### src/hdl/caom_pkg.sv
// shared constants and types of the current average overload monitor
package caom_pkg;

    localparam int RING_DEPTH   = 16;   // power of two, 4 to 256
    localparam int AVERAGE_SPAN = 10;
    localparam int OVERLOAD_RUN = 3;

    localparam int DATA_W = 16;
    localparam int PTR_W  = $clog2(RING_DEPTH);
    localparam int CNT_MAX = (AVERAGE_SPAN > OVERLOAD_RUN) ? AVERAGE_SPAN : OVERLOAD_RUN;
    localparam int CNT_W  = $clog2(CNT_MAX + 1);

    // window sum and reciprocal for the divide by the span
    localparam int SUM_W     = DATA_W + $clog2(AVERAGE_SPAN);
    localparam int DIV_SHIFT = SUM_W + $clog2(AVERAGE_SPAN);
    localparam int RECIP_W   = DIV_SHIFT + 1;
    localparam int PROD_W    = SUM_W + RECIP_W;

    localparam logic [63:0] RECIP_FULL =
        ((64'd1 << DIV_SHIFT) + 64'(AVERAGE_SPAN) - 64'd1) / 64'(AVERAGE_SPAN);

    typedef logic [DATA_W-1:0]  data_t;
    typedef logic [PTR_W-1:0]   ptr_t;
    typedef logic [CNT_W-1:0]   cnt_t;
    typedef logic [SUM_W-1:0]   sum_t;
    typedef logic [RECIP_W-1:0] recip_t;
    typedef logic [PROD_W-1:0]  prod_t;

    localparam recip_t DIV_RECIP = RECIP_FULL[RECIP_W-1:0];

    localparam data_t THRESHOLD_RESET = 16'd5000;

    localparam logic REQ_SAMPLE = 1'b0;
    localparam logic REQ_APPEND = 1'b1;

endpackage

### src/hdl/caom_in_if.sv
// input channel: request type and current sample
interface caom_in_if;
    import caom_pkg::*;

    logic  valid;
    logic  ready;
    logic  req_type;
    data_t sample_milliamps;

    modport source (output valid, output req_type, output sample_milliamps, input ready);
    modport sink   (input valid, input req_type, input sample_milliamps, output ready);
endinterface

### src/hdl/caom_out_if.sv
// output channel: newest average and overload flag
interface caom_out_if;
    import caom_pkg::*;

    logic  valid;
    logic  ready;
    data_t latest_average;
    logic  overload;

    modport source (output valid, output latest_average, output overload, input ready);
    modport sink   (input valid, input latest_average, input overload, output ready);
endinterface

### src/hdl/current_average_overload_monitor_core.sv
// top level of the current average overload monitor
//
// One word is taken at a time; ready is high only while the sequencer is idle.
// A sample word goes straight to the overload check; an append word runs through
// the window sum, the divide, the history write and the overload check. Either
// way, the result is then loaded into the output register. Each ring has
// one read port, so the window sum reads one sample a cycle through a single
// accumulator, the divide by the span is one registered reciprocal multiply, and
// the overload check reads one history entry a cycle through a single comparator.
// The result sits in an output register, so the next word is accepted while it
// waits. Both rings read as zero after reset through per-entry valid bits; no
// clearing pass is needed.
module current_average_overload_monitor_core (
    input  logic             clk,
    input  logic             rst_n,
    caom_in_if.sink          in_ch,
    caom_out_if.source       out_ch,
    input  logic             cfg_wr_en,
    input  caom_pkg::data_t  cfg_wr_data
);
    import caom_pkg::*;

    localparam logic [2:0] S_IDLE = 3'd0;
    localparam logic [2:0] S_SUM  = 3'd1;
    localparam logic [2:0] S_MUL  = 3'd2;
    localparam logic [2:0] S_WR   = 3'd3;
    localparam logic [2:0] S_RUN  = 3'd4;
    localparam logic [2:0] S_DONE = 3'd5;

    logic [2:0] state_reg, state_next;
    data_t      thr_reg;
    ptr_t       sptr_reg, sptr_next;
    ptr_t       aptr_reg, aptr_next;
    cnt_t       cnt_reg, cnt_next;
    logic       rd_pend_reg, rd_pend_next;
    logic       first_reg, first_next;
    logic       over_reg, over_next;
    data_t      latest_reg, latest_next;
    sum_t       acc_reg, acc_next;
    prod_t      prod_reg, prod_next;
    logic       out_valid_reg, out_valid_next;
    data_t      out_avg_reg, out_avg_next;
    logic       out_ovl_reg, out_ovl_next;

    logic  in_fire;
    logic  s_wr_en;
    logic  a_wr_en;
    ptr_t  rd_off;
    ptr_t  s_rd_addr;
    ptr_t  a_rd_addr;
    data_t s_rd_data;
    data_t a_rd_data;
    data_t quotient;

    assign in_ch.ready = (state_reg == S_IDLE);
    assign in_fire     = in_ch.valid && in_ch.ready;

    // slot behind the pointer by cnt + 1, wrapping with the pointer width
    assign rd_off    = ptr_t'(cnt_reg) + ptr_t'(1);
    assign s_rd_addr = sptr_reg - rd_off;
    assign a_rd_addr = aptr_reg - rd_off;

    assign s_wr_en  = in_fire && (in_ch.req_type == REQ_SAMPLE);
    assign a_wr_en  = (state_reg == S_WR);
    assign quotient = prod_reg[DIV_SHIFT +: DATA_W];

    caom_ring u_sample_ring (
        .clk     (clk),
        .rst_n   (rst_n),
        .wr_en   (s_wr_en),
        .wr_addr (sptr_reg),
        .wr_data (in_ch.sample_milliamps),
        .rd_addr (s_rd_addr),
        .rd_data (s_rd_data)
    );

    caom_ring u_average_ring (
        .clk     (clk),
        .rst_n   (rst_n),
        .wr_en   (a_wr_en),
        .wr_addr (aptr_reg),
        .wr_data (quotient),
        .rd_addr (a_rd_addr),
        .rd_data (a_rd_data)
    );

    always_comb
    begin
        state_next     = state_reg;
        sptr_next      = sptr_reg;
        aptr_next      = aptr_reg;
        cnt_next       = cnt_reg;
        rd_pend_next   = 1'b0;
        first_next     = first_reg;
        over_next      = over_reg;
        latest_next    = latest_reg;
        acc_next       = acc_reg;
        prod_next      = prod_reg;
        out_valid_next = out_valid_reg;
        out_avg_next   = out_avg_reg;
        out_ovl_next   = out_ovl_reg;

        if (out_ch.valid && out_ch.ready)
        begin
            out_valid_next = 1'b0;
        end

        unique case (state_reg)
            S_IDLE:
            begin
                cnt_next   = '0;
                acc_next   = '0;
                over_next  = 1'b1;
                first_next = 1'b1;
                if (in_fire)
                begin
                    if (in_ch.req_type == REQ_SAMPLE)
                    begin
                        sptr_next  = sptr_reg + ptr_t'(1);
                        state_next = S_RUN;
                    end
                    else
                    begin
                        state_next = S_SUM;
                    end
                end
            end
            S_SUM:
            begin
                if (rd_pend_reg)
                begin
                    acc_next = acc_reg + sum_t'(s_rd_data);
                end
                if (cnt_reg < cnt_t'(AVERAGE_SPAN))
                begin
                    rd_pend_next = 1'b1;
                    cnt_next     = cnt_reg + cnt_t'(1);
                end
                else
                begin
                    state_next = S_MUL;
                end
            end
            S_MUL:
            begin
                prod_next  = prod_t'(acc_reg) * prod_t'(DIV_RECIP);
                state_next = S_WR;
            end
            S_WR:
            begin
                // history write happens on this edge
                aptr_next  = aptr_reg + ptr_t'(1);
                cnt_next   = '0;
                state_next = S_RUN;
            end
            S_RUN:
            begin
                if (rd_pend_reg)
                begin
                    over_next  = over_reg && (a_rd_data >= thr_reg);
                    first_next = 1'b0;
                    if (first_reg)
                    begin
                        latest_next = a_rd_data;
                    end
                end
                if (cnt_reg < cnt_t'(OVERLOAD_RUN))
                begin
                    rd_pend_next = 1'b1;
                    cnt_next     = cnt_reg + cnt_t'(1);
                end
                else
                begin
                    state_next = S_DONE;
                end
            end
            S_DONE:
            begin
                if (!out_valid_reg || out_ch.ready)
                begin
                    out_valid_next = 1'b1;
                    out_avg_next   = latest_reg;
                    out_ovl_next   = over_reg;
                    state_next     = S_IDLE;
                end
            end
            default:
            begin
                state_next = S_IDLE;
            end
        endcase
    end

    always_ff @(posedge clk or negedge rst_n)
    begin
        if (!rst_n)
        begin
            state_reg     <= S_IDLE;
            thr_reg       <= THRESHOLD_RESET;
            sptr_reg      <= '0;
            aptr_reg      <= '0;
            cnt_reg       <= '0;
            rd_pend_reg   <= 1'b0;
            first_reg     <= 1'b0;
            out_valid_reg <= 1'b0;
        end
        else
        begin
            state_reg     <= state_next;
            sptr_reg      <= sptr_next;
            aptr_reg      <= aptr_next;
            cnt_reg       <= cnt_next;
            rd_pend_reg   <= rd_pend_next;
            first_reg     <= first_next;
            out_valid_reg <= out_valid_next;
            if (cfg_wr_en)
            begin
                thr_reg <= cfg_wr_data;
            end
        end
    end

    always_ff @(posedge clk)
    begin
        over_reg    <= over_next;
        latest_reg  <= latest_next;
        acc_reg     <= acc_next;
        prod_reg    <= prod_next;
        out_avg_reg <= out_avg_next;
        out_ovl_reg <= out_ovl_next;
    end

    assign out_ch.valid          = out_valid_reg;
    assign out_ch.latest_average = out_avg_reg;
    assign out_ch.overload       = out_ovl_reg;

endmodule

### src/hdl/caom_ring.sv
// ring memory with per-entry valid bits and a registered read port
module caom_ring (
    input  logic           clk,
    input  logic           rst_n,
    input  logic           wr_en,
    input  caom_pkg::ptr_t wr_addr,
    input  caom_pkg::data_t wr_data,
    input  caom_pkg::ptr_t rd_addr,
    output caom_pkg::data_t rd_data
);
    import caom_pkg::*;

    data_t                 mem [RING_DEPTH];
    logic [RING_DEPTH-1:0] vld_reg;
    data_t                 rd_data_reg;
    logic                  rd_vld_reg;

    always_ff @(posedge clk)
    begin
        if (wr_en)
        begin
            mem[wr_addr] <= wr_data;
        end
        rd_data_reg <= mem[rd_addr];
    end

    always_ff @(posedge clk or negedge rst_n)
    begin
        if (!rst_n)
        begin
            vld_reg    <= '0;
            rd_vld_reg <= 1'b0;
        end
        else
        begin
            if (wr_en)
            begin
                vld_reg[wr_addr] <= 1'b1;
            end
            rd_vld_reg <= vld_reg[rd_addr];
        end
    end

    // an entry never written reads as zero
    assign rd_data = rd_vld_reg ? rd_data_reg : '0;

endmodule
### src/flat_wrapper.sv
// flat-port wrapper written by rule: the top's interface ports become plain ports
module current_average_overload_monitor_core_flat import caom_pkg::*;
  (clk, rst_n, cfg_wr_en, cfg_wr_data, in_ch_valid, in_ch_req_type, in_ch_sample_milliamps, in_ch_ready, out_ch_valid, out_ch_latest_average, out_ch_overload, out_ch_ready);
  caom_in_if in_ch_i ();
  caom_out_if out_ch_i ();
  input  logic clk;
  input  logic rst_n;
  input  logic cfg_wr_en;
  input  caom_pkg::data_t cfg_wr_data;
  input wire logic [$bits(in_ch_i.valid)-1:0] in_ch_valid;
  input wire logic [$bits(in_ch_i.req_type)-1:0] in_ch_req_type;
  input wire logic [$bits(in_ch_i.sample_milliamps)-1:0] in_ch_sample_milliamps;
  output wire logic [$bits(in_ch_i.ready)-1:0] in_ch_ready;
  output wire logic [$bits(out_ch_i.valid)-1:0] out_ch_valid;
  output wire logic [$bits(out_ch_i.latest_average)-1:0] out_ch_latest_average;
  output wire logic [$bits(out_ch_i.overload)-1:0] out_ch_overload;
  input wire logic [$bits(out_ch_i.ready)-1:0] out_ch_ready;
  assign in_ch_i.valid = in_ch_valid;
  assign in_ch_i.req_type = in_ch_req_type;
  assign in_ch_i.sample_milliamps = in_ch_sample_milliamps;
  assign in_ch_ready = in_ch_i.ready;
  assign out_ch_valid = out_ch_i.valid;
  assign out_ch_latest_average = out_ch_i.latest_average;
  assign out_ch_overload = out_ch_i.overload;
  assign out_ch_i.ready = out_ch_ready;
  current_average_overload_monitor_core u_core (.clk(clk), .rst_n(rst_n), .in_ch(in_ch_i), .out_ch(out_ch_i), .cfg_wr_en(cfg_wr_en), .cfg_wr_data(cfg_wr_data));
endmodule
### config.mk
export PLATFORM = sky130hd
export DESIGN_NAME = current_average_overload_monitor_core_flat
export DESIGN_NICKNAME = d
export VERILOG_FILES = /design/src/hdl/caom_pkg.sv /design/src/hdl/caom_in_if.sv /design/src/hdl/caom_out_if.sv /design/src/hdl/current_average_overload_monitor_core.sv /design/src/hdl/caom_ring.sv /design/src/flat_wrapper.sv
export SDC_FILE = /design/constraint.sdc
export NUM_CORES = 1
export LEC_CHECK = 0
export BUFFER_PORTS_ARGS = -buffer_cell sky130_fd_sc_hd__buf_2
export CAP_MARGIN = 0
export CORE_MARGIN = 1
export CORE_UTILIZATION = 37
export CTS_BUF_LIST = sky130_fd_sc_hd__clkbuf_8
export CTS_CLUSTER_DIAMETER = 200
export DETAILED_ROUTE_END_ITERATION = 10
export GPL_TIMING_DRIVEN = 0
export PLACE_DENSITY = 0.6
export SLEW_MARGIN = 5
export SYNTH_ARGS = -nofsm -noshare
export SYNTH_HDL_FRONTEND = slang
export SYNTH_SLANG_ARGS = --single-unit
### constraint.sdc
create_clock -name clk -period 5.9 [get_ports clk]
set_input_delay 0.59 -clock clk [delete_from_list [all_inputs] [get_ports clk]]
set_output_delay 0.59 -clock clk [all_outputs]
set_load 0.005 [all_outputs]
==> results.py <==
metrics = {
    "outcome": {
        "status": "completed",
    },
    "timing": {
        "worstMarginPinSlew_ns": 1.285,
        "hold_viol": 0,
        "fin_crit_ns": 5.845,
        "rsz0062_at_grt": "yes",
        "fmax_ghz": 0.1711,
        "skew_ns": 0.03069,
        "setup_viol": 0,
        "fin_crit_sh_pct": 99.06,
        "relSlewSlack_pct": 14.14,
        "slew_viol_final": 0,
    },
    "setup_path": {
        "path_cells": "buf_6 -> ha_4 -> fa_2 -> ha_4 -> inv_2 -> fa_1 -> fa_1 -> inv_2 -> fa_1 -> inv_2 -> fa_1 -> inv_2 -> ha_4 -> a21oi_4 -> o21bai_1 -> a221oi_2 -> buf_4 -> nand3_2 -> a211o_4 -> a31oi_4 -> xnor2_2",
        "cp_max_fo": 4,
        "critPathTopFamily": "adder cells",
        "end_kind": "flip-flop",
        "worstSetupStartpoint": "u_core.acc_reg[9]",
        "critPathLaunchType": "flip-flop",
        "crit_type": "reg2reg",
        "r2r_start": "u_core.acc_reg[9]",
        "cp.required_ns": 6.37,
        "slowest_delay_ns": 0.53,
        "crit_arrival_ns": 6.31,
        "cp.buffers_inverters": 6,
        "crit_slowest_cell": "fa_1",
    },
    "synth": {
        "ys_top_cells_by_count": "582 x edfxtp_1, 245 x ha_1, 212 x inv_1",
        "seq_area_frac_synth_pct": 58.67,
        "synth_edf_count": 582,
        "postSynthAreaPerCell_um2": 15.92,
        "synth_top_area_share_pct": 51.72,
        "synthCells": 2123,
        "ys_top_cells_by_area": "edfxtp_1 52%, mux4_2 10%, ha_1 9.1%",
        "synth_top_area_cell": "edfxtp_1",
        "synth_area_mm2": 0.03379,
        "post-synth-top-count-cell": "edfxtp_1",
        "ys_ff_latch": 682,
        "async_flop_share_pct": 9.971,
        "syn-num-nets": 2538,
        "ys.flop_type": "edfxtp_1",
        "yosys_warnings": 0,
        "synth_cell_type_count": 63,
    },
    "die": {
        "num_rows": 110,
        "core_area_mm2": 0.09029,
        "start_util_pct": 37.43,
        "die_w_um": 304.2,
        "io_pins": 57,
        "die_area_mm2": 0.09254,
        "die_y_um": 304.2,
    },
    "drt": {
        "firstDrtPassIters": 5,
        "wl_um": 78280,
        "initialDrtViolationCount": 1334,
        "drc": 0,
        "wl_per_cell_um": 21.41,
        "routed-via-count": 18986,
        "drtAntennaViolNets": 0,
        "via_per_inst": 5.192,
    },
    "layout": {
        "post_layout_nonfiller_instances": 3657,
        "area_growth_pct": 16.67,
        "drive_gt1_share_pct": 24.90,
        "fill_cells": 8026,
        "final_nets": 2804,
    },
    "clock_network": {
        "cts_buffers": 108,
        "path_clk_slew_ns": 0.06,
        "cts_buffer_depth": 3,
        "htree_levels": 3,
        "clock_sinks": 682,
        "clk_latency_ns": 0.72,
        "cts_tree": "done",
        "cts-root-buf": "clkbuf_8",
    },
    "global_route": {
        "grt_usage_pct": 17.11,
        "grtUsageMet1_pct": 22.43,
        "antenna_found_initial": 8,
        "grt_pass1_wl_um": 119800,
        "grt_use_met3_pct": 3.399,
        "grt_pass1_vias": 20109,
        "use_met2_pct": 28.50,
        "grt_max_degree": 51,
        "top_usage_layer": "met2",
        "grt_overflow": 0,
    },
    "place": {
        "hpwl_um": 56870,
        "io_buffer_count": 56,
        "gp_congestion": 0.8540,
        "dp.cells": 3395,
    },
    "flow_run": {
        "max_cap_violations": 0,
    },
    "worst_hold_path": {
        "min_from": "cfg_wr_data[14]",
        "hp-class": "in2reg",
    },
}
[worst paths after layout]
check | slack [ns] | endpoint | cells after the start
setup / recovery | 0.06 | u_core.prod_reg[34] | 21
hold / removal | 0.08 | u_core.thr_reg[14] | 3
min in group asynchronous | 0.31 | u_core.thr_reg[14] | 2
max in group asynchronous | 4.99 | u_core.u_sample_ring.vld_reg[9] | 3
hold reg to reg | 0.41 | u_core.out_ch.latest_average[0] | 0
setup reg to reg | 0.06 | u_core.prod_reg[34] | 21
[layer usage]
layer	vias to the layer above	wire, um
met3	147	4220
met1	9843	33420
met4	10	2180
met2	526	38410
li1	8460	-
met5	-	55
[cells by family after synthesis]
family          after synthesis  synth area share (%)
mux                         156                 10.29
simple gates                345                 4.973
xor+xnor                     61                 1.603
flops                       682                 58.67
compound gates              228                 4.455
buf+inv                     274                 3.114
fa+ha+maj                   377                 16.89
[placed cells by master, fill, tap and decap left out, types with 27 or more instances in the layout]
cell type,Yosys,routed
edfxtp_1,582,582
inv_1,212,251
ha_1,245,215
mux4_2,153,153
fa_1,132,131
clkbuf_8,0,121
nand2_1,110,109
buf_4,2,71
buf_2,13,68
dfrtp_1,63,63
and2_1,57,57
o21ai_0,52,50
nor2_1,72,45
a21o_1,41,41
clkbuf_1,41,39
or2_2,35,35
dfxtp_1,32,32
a21oi_1,39,31
xnor2_1,31,29
xor2_1,29,28
nor2_2,0,27
[through the flow]
step                      setup WS [ns]   TNS, ns  util, %  hold WS (ns)  cell area, um^2
after global routing            -0.1384   -0.6264    43.66       0.04520            39420
final                           0.05550         0    43.66       0.08281            39420
after global placement           -1.009    -11.05    39.37        0.4080            35540
after floorplan                 0.01741         0        -        0.2944            33790
after CTS                      -0.01487  -0.01487    43.15       0.02438            38960
after detailed placement         -1.020    -11.38    40.17        0.4045            36270
[worst reg2reg max path: cells and delay by family, from the launching register on]
family,cells,cell delay (ns)
adders and majority gates,8,3.25
AOI/OAI and AO/OA,5,1.16
buffers and inverters,6,0.55
DFF,1,0.50
and+or+nand+nor,1,0.08
xor gates and xnor gates,1,0.07
[timing repair]
item,in CTS,in global routing
endpoints found under the setup margin,16,13
cloned,0,0
endpoints found under the hold margin,18,0
pin swaps,6,33
hold buffers,1,0
resized for setup,38,61
buffers inserted,42,18
[final cells by class]
| class | instances | area, um^2 | share of cell area (%) |
|---|---|---|---|
| Sequential cell | 682 | 19830 | 50.29 |
| Multi-Input combinational cell | 1167 | 13530 | 34.33 |
| Clock buffer | 121 | 1665 | 4.224 |
| Tap cell | 1176 | 1471 | 3.732 |
| Timing Repair Buffer | 157 | 1366 | 3.466 |
| Inverter | 212 | 795.8 | 2.019 |
| Clock inverter | 78 | 494.2 | 1.254 |
| Buffer | 61 | 264.0 | 0.6697 |
| Antenna cell | 3 | 7.507 | 0.01904 |
Power is not shown: default switching activity piles up to over one toggle a cycle in this logic, so the estimate is an artifact.
